<file path="config.mk">
export PLATFORM = sky130hd
export DESIGN_NAME = wmac_queue
export DESIGN_NICKNAME = d
export VERILOG_FILES = /design/src/rtl/wmac_pkg.sv /design/src/rtl/wmac_queue.sv
export SDC_FILE = /design/constraint.sdc
export NUM_CORES = 1
export LEC_CHECK = 0
export BUFFER_PORTS_ARGS = -buffer_cell sky130_fd_sc_hd__buf_2
export CORE_AREA = 2 2 228 230
export DETAILED_ROUTE_END_ITERATION = 8
export DIE_AREA = 0 0 230 232
export PLACE_DENSITY = 0.85
export SLEW_MARGIN = 25
export SYNTH_ARGS = -nofsm -noshare
export SYNTH_HDL_FRONTEND = slang
export SYNTH_SLANG_ARGS = --single-unit
</file>
<file path="constraint.sdc">
create_clock -name clk -period 7.9 [get_ports clk]
set_input_delay 1.185 -clock clk [delete_from_list [all_inputs] [get_ports clk]]
set_output_delay 1.185 -clock clk [all_outputs]
set_load 0.005 [all_outputs]
</file>
<file path="src/rtl/wmac_pkg.sv">
// Package for the word multiply-accumulate checksum block.
// Holds the seed constants, queue sizing and the operation type passed
// from the front end to the back end. No dependencies.
package wmac_pkg;

  localparam int WORD_W      = 64;
  localparam int HALF_W      = WORD_W / 2;
  localparam int BYTE_W      = 8;
  localparam int PART_W      = 56;
  localparam int HELD_W      = 3;
  localparam logic [HELD_W-1:0] HELD_LAST = 3'd7;

  localparam logic [WORD_W-1:0] SEED_WEIGHT = 64'h794e80091e8f2bc7;
  localparam logic [WORD_W-1:0] SEED_ACCUM  = 64'hc20f9a8b761b7e4c;

  // Queue depth must be a power of two so the pointers wrap on their own.
  localparam int QUEUE_DEPTH = 4;
  localparam int QPTR_W      = $clog2(QUEUE_DEPTH);
  localparam int QCNT_W      = $clog2(QUEUE_DEPTH + 1);

  typedef struct packed {
    logic              restart;
    logic              has_word;
    logic              emit;
    logic [WORD_W-1:0] word;
    logic [WORD_W-1:0] mul_weight;
    logic [WORD_W-1:0] emit_weight;
  } op_t;

endpackage

</file>
<file path="src/rtl/wmac_queue.sv">
// Short queue of operations between the front and back ends.
// Flip-flop storage with a single registered read pointer.
// Depends on wmac_pkg.
module wmac_queue
  import wmac_pkg::*;
(
  input  logic clk,
  input  logic rst_n,
  input  op_t  push_op,
  input  logic push_valid,
  output logic push_ready,
  output op_t  pop_op,
  output logic pop_valid,
  input  logic pop_ready
);

  op_t               mem_r [QUEUE_DEPTH];
  logic [QPTR_W-1:0] wr_ptr_r;
  logic [QPTR_W-1:0] rd_ptr_r;
  logic [QCNT_W-1:0] count_r;
  logic              do_push;
  logic              do_pop;

  assign push_ready = (count_r != QCNT_W'(QUEUE_DEPTH));
  assign pop_valid  = (count_r != '0);
  assign pop_op     = mem_r[rd_ptr_r];
  assign do_push    = push_valid && push_ready;
  assign do_pop     = pop_valid && pop_ready;

  always_ff @(posedge clk) begin
    if (do_push) begin
      mem_r[wr_ptr_r] <= push_op;
    end
  end

  always_ff @(posedge clk) begin
    if (!rst_n) begin
      wr_ptr_r <= '0;
      rd_ptr_r <= '0;
      count_r  <= '0;
    end else begin
      if (do_push) begin
        wr_ptr_r <= wr_ptr_r + 1'b1;
      end
      if (do_pop) begin
        rd_ptr_r <= rd_ptr_r + 1'b1;
      end
      if (do_push && !do_pop) begin
        count_r <= count_r + 1'b1;
      end else if (do_pop && !do_push) begin
        count_r <= count_r - 1'b1;
      end
    end
  end

endmodule

</file>
==> results.ini <==
[status]
run_status=finished, final reports clean

[pwr]
peakVddDrop_uv=404
p_sw_mw=2.82
p_seq_frac=0.473
leakage_nw=11.3
p_int_mw=8.33
power_frac_clock=0.322
pwr_density_cell_mw_per_mm2=329
switching_share=0.253
comb_power_share=0.205

[worst_setup_path]
r2r_start=count_r[0]$_SDFFE_PN0P_
path_max_fanout=46
cp.arrival_ns=3.34
regToRegSetupSlack_ns=4.90
end_kind=primary output
reg2reg_to=mem_r[3][54]$_DFFE_PP_
cp.required_ns=6.71
worstRegToRegCells=4
start_kind=register
critPathKind=reg2out

[sta]
slew_viol_final=0
setup_viol_count_final=0
rsz0062_at_grt=no
fin_crit_sh=0.573
fin_skew_ns=0.0179
hold-worst-slack_ns=0.546
slew_headroom=0.334
fin_setup_tns_ns=0
period_needed_ns=4.52
hold_viol=0
worst_pin_slew_ns=0.999
fmax_mhz=221

[flow_run]
max-cap-violations=0

[die]
dieArea_mm2=0.0534
fp.dieW_um=230
io_pins=396
start_util=0.562
num_rows=83
coreArea_mm2=0.0509
die_h_um=232

[place]
place_area_mm2=0.0313
io_buffers=395
place_hpwl_um=34300
place.gp.congestion=0.764
dp.cells=2111

[synthesis]
ys_seq_area_frac=0.825
synth.avg_cell_area_um2=26.8
yosysWarnings=0
yosys.cell_types.count=22
yosys_register_bits=789
syn_inst=1067
syn_area_mm2=0.0286
syn_nets=1272

[cts]
clock_latency_ns=0.60
clockRootBuffer=clkbuf_16
clk_path_buf_depth=3
clk_pin_slew_ns=0.06
tritoncts=yes
cts_inserted_buffers=77
post_cts_resized=0
h-tree-depth=3
cts_setup_buffers=0
hold_buffers=0
clock-sinks=789

[hold_path]
hold_depth=2
hp-class=reg2reg
hold_start=wr_ptr_r[0]$_SDFFE_PN0P_
hold_end=wr_ptr_r[0]$_SDFFE_PN0P_

[finish]
stdcell_count=2272
final_util=0.665
drive_gt1_frac=0.461
area_growth_pct=18.3
nFillCells=3101
fin_nets=1716
final_cell_area_mm2=0.0339

[grt]
overflow=0
gr-usage-all-layers=0.227
antenna_found_initial=26
grt_pass1_vias=14144
grt_first_pass_wirelength_um=88100
grt_start_max_net_pins=99

[route]
vias=13233
wl_um=59800
drc_errors=0
wire_per_inst_um=26.3
viasPerCell=5.82
detail_route.first_pass.iterations=5
postRouteAntennaNets=0
drtIter0Drc=1190

-- Yosys cell counts --
cell	n	share of area
edfxtp_1	780	0.82
mux4_2	195	0.15
buf_2	21	0.0037
buf_6	18	0.0071
dfxtp_1	9	0.0063
and2_1	8	0.0017
clkbuf_1	6	0.00079
ha_1	5	0.0022
nand2_1	5	0.00066
inv_1	3	0.00039
mux2i_1	3	0.0010
xnor2_1	3	0.00092
or3_1	2	0.00044
a21boi_0	1	0.00026
a21boi_2	1	0.00039
fa_1	1	0.00070
nor2_1	1	0.00013
nor2b_1	1	0.00022
o21ai_0	1	0.00017
o311ai_0	1	0.00031
o31ai_1	1	0.00026
xor2_1	1	0.00031
-- worst max-delay path, cell delays in order, from the launching register on --
cell and delay (ns):
dfxtp_4 0.77, buf_4 0.62, buf_4 0.66, mux4_2 0.43, buf_2 0.15
-- routing by layer --
layer / up-vias / routed length, um / track usage / share of wire
li1: 5562 / - / - / -
met1: 6940 / 22000 / 0.293 / 0.37
met2: 591 / 30400 / 0.369 / 0.51
met3: 118 / 5770 / 0.0699 / 0.096
met4: 22 / 1530 / 0.0833 / 0.026
met5: - / 140 / 0 / 0.0023
-- per-stage QoR --
| stage | worst slack [ns] | power, mW |
|---|---|---|
| 6_report | 3.38 | 11.2 |
| 3_5_place_dp | 3.99 | 7.63 |
| 4_1_cts | 3.31 | 11.3 |
| 5_1_grt | 3.22 | 11.6 |
| 3_3_place_gp | 3.97 | 7.56 |
| 2_1_floorplan | 1.37 | 6.80 |
-- layout by cell type (no fill, tap or decap), drive strengths merged, types with 5 or more instances in the layout --
| cell type | Yosys | routed |
|---|---|---|
| and2 | 8 | 8 |
| buf | 39 | 410 |
| bufinv | 0 | 8 |
| clkbuf | 6 | 86 |
| clkinv | 0 | 35 |
| dfxtp | 9 | 9 |
| diode | 0 | 22 |
| edfxtp | 780 | 780 |
| ha | 5 | 5 |
| inv | 3 | 8 |
| mux4 | 195 | 195 |
| nand2 | 5 | 5 |
-- power groups by stage --
stage          sequential, mW  combinational [mW]  clock (mW)
2_1_floorplan            5.31                1.49           0
3_3_place_gp             5.32                2.24           0
3_5_place_dp             5.36                2.27           0
4_1_cts                  5.29                2.31        3.66
5_1_grt                  5.32                2.44        3.80
6_report                 5.28                2.28        3.59
-- worst max-delay path by stage --
stage               startpoint                    end  slack (ns)  cells past startpoint
finish                register             pop_op[68]        3.38                      4
global route          register             pop_op[66]        3.22                      3
CTS                   register             pop_op[26]        3.31                      4
detailed placement    register             pop_op[68]        3.99                      4
global placement      register             pop_op[26]        3.97                      4
floorplan           push_valid  mem_r[0][0]$_DFFE_PP_        1.37                      2
-- cell families (layout without fill, tap and decap cells) --
family	after synthesis	after routing	share of synthesized area
compound gates	5	5	0.00140
other cells	0	22	0
buf+inv	48	551	0.0119
xor+xnor	4	4	0.00122
simple gates	17	17	0.00319
flops	789	789	0.825
mux	198	198	0.155
fa+ha+maj	6	6	0.00289
-- final cells by class --
cell class	instances	area, um2	area share
repair buffers	410	2170	0.0641
flip-flops and latches	789	23600	0.697
diodes	22	55.1	0.00163
multi-input cells	230	4680	0.138
inverters	3	11.3	0.000333
clock inverters	52	480	0.0142
well taps	680	851	0.0251
clock buffers	86	2000	0.0592
-- flip-flops by register name, indices dropped and copies added (netlist names), named ones only --
signal    cells
wr_ptr_r      2
count_r       3
mem_r       780
rd_ptr_r      2
No activity file was read; power rests on OpenSTA's default activity.
