## config.mk

```make
export PLATFORM = sky130hd
export DESIGN_NAME = wmac_front_flat
export DESIGN_NICKNAME = d
export VERILOG_FILES = /design/src/rtl/wmac_pkg.sv /design/src/rtl/wmac_if.sv /design/src/rtl/wmac_front.sv /design/src/flat_wrapper.sv
export SDC_FILE = /design/constraint.sdc
export NUM_CORES = 1
export LEC_CHECK = 0
export ABC_AREA = 1
export BUFFER_PORTS_ARGS = -buffer_cell sky130_fd_sc_hd__buf_2
export CORE_UTILIZATION = 54
export DETAILED_ROUTE_END_ITERATION = 10
export PLACE_DENSITY = 0.87
export SLEW_MARGIN = 30
export SYNTH_ARGS = -nofsm -noshare
export SYNTH_HDL_FRONTEND = slang
export SYNTH_SLANG_ARGS = --single-unit
```

## constraint.sdc

```tcl
create_clock -name clk -period 6.6 [get_ports clk]
set_clock_uncertainty 0.15 [all_clocks]
set_input_delay 1.32 -clock clk [delete_from_list [all_inputs] [get_ports clk]]
set_output_delay 1.32 -clock clk [all_outputs]
set_load 0.005 [all_outputs]
```

## src/rtl/wmac_pkg.sv

```systemverilog
// Package for the word multiply-accumulate checksum block.
// Holds the seed constants, queue sizing and the operation type passed
// from the front end to the back end. No dependencies.
package wmac_pkg;

  localparam int WORD_W      = 64;
  localparam int HALF_W      = WORD_W / 2;
  localparam int BYTE_W      = 8;
  localparam int PART_W      = 56;
  localparam int HELD_W      = 3;
  localparam logic [HELD_W-1:0] HELD_LAST = 3'd7;

  localparam logic [WORD_W-1:0] SEED_WEIGHT = 64'h794e80091e8f2bc7;
  localparam logic [WORD_W-1:0] SEED_ACCUM  = 64'hc20f9a8b761b7e4c;

  // Queue depth must be a power of two so the pointers wrap on their own.
  localparam int QUEUE_DEPTH = 4;
  localparam int QPTR_W      = $clog2(QUEUE_DEPTH);
  localparam int QCNT_W      = $clog2(QUEUE_DEPTH + 1);

  typedef struct packed {
    logic              restart;
    logic              has_word;
    logic              emit;
    logic [WORD_W-1:0] word;
    logic [WORD_W-1:0] mul_weight;
    logic [WORD_W-1:0] emit_weight;
  } op_t;

endpackage

```

## src/rtl/wmac_if.sv

```systemverilog
// Handshake channel interfaces for the checksum block.
// wmac_in_if carries input bytes, wmac_out_if carries checksums.
// Both take their field widths from wmac_pkg.
interface wmac_in_if;
  import wmac_pkg::*;
  logic              valid;
  logic              ready;
  logic [BYTE_W-1:0] data_byte;
  logic              restart;
  logic              chunk_end;

  modport source (output valid, output data_byte, output restart, output chunk_end,
                  input ready);
  modport sink   (input valid, input data_byte, input restart, input chunk_end,
                  output ready);
endinterface


```

## src/rtl/wmac_front.sv

```systemverilog
// Front end: accepts bytes, packs them little-endian into 64-bit words and
// tracks the weight, issuing one operation per event into the queue.
// Depends on wmac_pkg and wmac_in_if.
module wmac_front
  import wmac_pkg::*;
(
  input  logic       clk,
  input  logic       rst_n,
  wmac_in_if.sink    in_bus,
  output op_t        push_op,
  output logic       push_valid,
  input  logic       push_ready
);

  logic [PART_W-1:0] partial_r, partial_nxt;
  logic [HELD_W-1:0] held_r, held_nxt;
  logic [WORD_W-1:0] weight_r, weight_nxt;

  logic [PART_W-1:0] part_base;
  logic [HELD_W-1:0] held_base;
  logic [WORD_W-1:0] weight_base;
  logic              word_done;
  logic              accept;

  assign in_bus.ready = push_ready;
  assign accept       = in_bus.valid && push_ready;

  always_comb begin
    part_base   = in_bus.restart ? '0 : partial_r;
    held_base   = in_bus.restart ? '0 : held_r;
    weight_base = in_bus.restart ? SEED_WEIGHT : weight_r;
    word_done   = (held_base == HELD_LAST);

    partial_nxt = part_base;
    held_nxt    = held_base + 1'b1;
    weight_nxt  = weight_base;
    if (word_done) begin
      partial_nxt = '0;
      held_nxt    = '0;
      weight_nxt  = weight_base + 1'b1;
    end else begin
      partial_nxt[{held_base, 3'b000} +: BYTE_W] = in_bus.data_byte;
    end

    push_op.restart     = in_bus.restart;
    push_op.has_word    = word_done;
    push_op.emit        = in_bus.chunk_end;
    push_op.word        = {in_bus.data_byte, part_base};
    push_op.mul_weight  = weight_base;
    push_op.emit_weight = weight_nxt;
  end

  // Bytes that neither finish a word, restart nor end a chunk leave the
  // back end untouched, so no transfer into the queue is made for them.
  assign push_valid = in_bus.valid &&
                      (in_bus.restart || word_done || in_bus.chunk_end);

  always_ff @(posedge clk) begin
    if (!rst_n) begin
      partial_r <= '0;
      held_r    <= '0;
      weight_r  <= SEED_WEIGHT;
    end else if (accept) begin
      partial_r <= partial_nxt;
      held_r    <= held_nxt;
      weight_r  <= weight_nxt;
    end
  end

endmodule

```

## src/flat_wrapper.sv

```systemverilog
// flat-port wrapper written by rule: the top's interface ports become plain ports
module wmac_front_flat import wmac_pkg::*;
  (clk, rst_n, push_op, push_valid, push_ready, in_bus_valid, in_bus_data_byte, in_bus_restart, in_bus_chunk_end, in_bus_ready);
  wmac_in_if in_bus_i ();
  input  logic clk;
  input  logic rst_n;
  output op_t push_op;
  output logic push_valid;
  input  logic push_ready;
  input wire logic [$bits(in_bus_i.valid)-1:0] in_bus_valid;
  input wire logic [$bits(in_bus_i.data_byte)-1:0] in_bus_data_byte;
  input wire logic [$bits(in_bus_i.restart)-1:0] in_bus_restart;
  input wire logic [$bits(in_bus_i.chunk_end)-1:0] in_bus_chunk_end;
  output wire logic [$bits(in_bus_i.ready)-1:0] in_bus_ready;
  assign in_bus_i.valid = in_bus_valid;
  assign in_bus_i.data_byte = in_bus_data_byte;
  assign in_bus_i.restart = in_bus_restart;
  assign in_bus_i.chunk_end = in_bus_chunk_end;
  assign in_bus_ready = in_bus_i.ready;
  wmac_front u_core (.clk(clk), .rst_n(rst_n), .in_bus(in_bus_i), .push_op(push_op), .push_valid(push_valid), .push_ready(push_ready));
endmodule
```

==> flow_metrics.tcl <==
set metrics [dict create \
    status "finished clean" \
    post_cts_resize_count 0 \
    final_cells 1864 \
    cts_tree "yes" \
    synth_area_mm2 0.00891 \
    crit_start "in_bus_restart" \
    design_area_mm2 0.0104 \
    routed_via_density 5.52 \
    gp_congestion 0.976 \
    cap_violations 0 \
    wl_um 29700 \
    drt_iter0_drc 999 \
    grt_first_pass_wirelength_um 45500 \
    die_y_um 130 \
    power.leakage_nw 4.74 \
    path_cells "buf_4, nor2_2, ha_1, nand3_2, nor2_1, nand3_2, nor2_4, nand2_1, o21ai_0, and2_1, buf_2" \
    worst-path-max-fanout 34 \
    criticalPathCategory "primary input to primary output" \
    max_stage_delay_ns 0.55 \
    holdCritPathClass "flip-flop to flip-flop" \
    cts_buffers 17 \
    diodes 0 \
    ff2ff_setup_slack_ns 3.06 \
    combPwrFrac_pct 13.1 \
    fp.dieArea_mm2 0.0170 \
    hold_viol_final 0 \
    grt.overflow.total 0 \
    tightest_slew_ns 0.880 \
    required_ns 5.13 \
    clk_pin_slew_ns 0.05 \
    pin_count 211 \
    p_int_w 0.00137 \
    hold_buffers 0 \
    area_delta_synth_final_pct 17.0 \
    critical-path-slowest-cell "nor2_2" \
    slew_headroom_pct 41.3 \
    p_total_w 0.00196 \
    pwr-share-seq_pct 40.4 \
    setup_viol 0 \
    clock-sinks 123 \
    endpoint_kind "primary output" \
    crit_top_cell "nand3_2" \
    p_sw_w 0.000585 \
    pwr-share-clk_pct 46.5 \
    wl_per_cell_um 16.0 \
    p_sw_share_pct 29.8 \
    yosys_warnings 0 \
    crit_family "simple AND/OR/NAND/NOR gates" \
    yosysUniqueCellTypes 35 \
    final_util_pct 65.1 \
    drcViolationCount 0 \
    fin_crit_sh_pct 86.2 \
    rsz0062_at_grt "false" \
    crit_arrival_ns 4.22 \
    ant_nets 0 \
    first_pass_iters 6 \
    nNetsFinal 1656 \
    cts_setup_buffers 0 \
    clock.fmax_mhz 176 \
    synth-seq-area-share_pct 27.6 \
    antenna_found_initial 0 \
    num_vias 10288 \
    grt_usage_pct 34.6 \
    clk_latency_ns 0.43 \
    synth_seq_cells 123 \
    dpl.hpwl_um 22100 \
    rows 46 \
    crit_buf_inv 2 \
    clock_path_buffers 2 \
    irDropWorstVdd_v 0.000179 \
    hp-start "u_core.partial_r[7]" \
    first_global_vias 8876 \
    report.final.slew_viol_count 0 \
    placed_cells 1832 \
    r2r_start "u_core.held_r[0]" \
    drive_gt1_share_pct 20.3 \
    synth_nets 1502 \
    core_mm2 0.0160 \
    htreeDepth 4 \
    syn_area_per_cell_um2 6.02 \
    setup_tns_ns 0 \
    power_density_mw_per_mm2 188 \
    initial_core_util_pct 55.7 \
    grt_max_degree 79 \
    cp-start-kind "primary input" \
    cts-root-buf "clkbuf_16" \
    place_area_mm2 0.00985 \
    netlist_instances 1481 \
    io_buffers 210 \
    min_period_ns 5.69 \
    die_x_um 130 \
]
## synth_stat cells, drive strengths merged
master | instances | area share, %
nand2 | 379 | 16
nor2 | 237 | 13
inv | 234 | 9.9
dfxtp | 123 | 28
a21oi | 117 | 6.6
nand3 | 95 | 5.8
o21ai | 71 | 4.0
o211ai | 55 | 4.6
buf | 46 | 3.5
clkbuf | 37 | 1.6
nand4 | 22 | 1.6
xor2 | 17 | 1.8
nor3 | 12 | 0.90
ha | 7 | 0.98
nor4 | 7 | 0.49
and2 | 6 | 0.42
nand3b | 5 | 0.42
xnor2 | 5 | 0.49
o21bai | 3 | 0.25
a211oi | 1 | 0.084
clkinv | 1 | 0.042
o31a | 1 | 0.098
## per-layer routing
layer	vias up	track usage [%]	part of all wire, %
met2	535	56.0	46
met3	82	6.51	9.6
li1	4980	-	-
met5	-	0	0
met4	0	16.4	4.1
met1	4691	44.6	41
## final timing paths
check	end	depth (start not counted)
min reg2reg	u_core.partial_r[7]	2
max reg2reg	u_core.partial_r[14]	9
min	u_core.partial_r[7]	2
max	push_op[28]	11
## worst register-to-register path: cells and delay by family (launching register included)
family,cells,cell delay (ns)
AOI/OAI and AO/OA,2,0.27
adders and majority gates,1,0.30
buffers and inverters,3,1.20
DFF,1,0.33
and+or+nand+nor,3,1.13
## cell families (layout without fill, tap and decap cells)
logic type | after synthesis | in the layout | share of synthesized area, %
flip-flops | 123 | 123 | 27.6
adder cells (fa/ha/maj) | 7 | 7 | 0.983
AND/OR/NAND/NOR | 763 | 763 | 38.6
AO/OA/AOI/OAI | 248 | 248 | 15.6
XOR/XNOR | 22 | 22 | 2.25
buffers and inverters | 318 | 485 | 14.9
## through the flow
stage | setup slack [ns] | hold WS [ns]
4_1_cts | 0.989 | 0.315
3_3_place_gp | 1.07 | 0.301
6_report | 0.911 | 0.311
2_1_floorplan | 1.87 | 0.291
5_1_grt | 0.603 | 0.329
3_5_place_dp | 0.995 | 0.304
## cell usage in the layout, fill, tap and decap left out, types with 4 or more instances in the layout
master,n
buf_2,209
nor2_1,183
xor2_1,16
inv_2,6
inv_6,6
nand4_1,21
nor3_2,4
nand2_1,366
nand2_2,12
o21ai_0,57
o211ai_1,55
nand3b_1,5
nand3_1,87
ha_1,7
and2_1,6
dfxtp_1,123
xnor2_1,5
nand3_2,8
nor4_1,7
nor2_2,33
a21oi_1,117
inv_1,228
nor2_4,21
o21ai_1,14
buf_4,9
clkbuf_16,17
nor3_1,8
## layout make-up
type                       instances  area [um2]
clock buffer                      19         433
fill                            1549        5580
clock inverter                    13         134
multi-input combinational       1040        5130
tap                              216         270
timing repair buffer             218        1110
sequential                       123        2460
inverter                         235         882
## power groups by stage
| stage | Sequential [W] | Combinational [W] | Clock (W) |
|---|---|---|---|
| finish | 0.000791 | 0.000256 | 0.000912 |
| global route | 0.000794 | 0.000282 | 0.000949 |
| CTS | 0.000790 | 0.000252 | 0.000914 |
| detailed placement | 0.000806 | 0.000251 | 0 |
| global placement | 0.000805 | 0.000248 | 0 |
| floorplan | 0.000800 | 0.000178 | 0 |
## registers in the layout, indices dropped and copies added (netlist names)
signal and count:
u_core.partial_r 56, u_core.weight_r 64, u_core.held_r 3
Note: power is estimated with default switching activity, not from simulation.
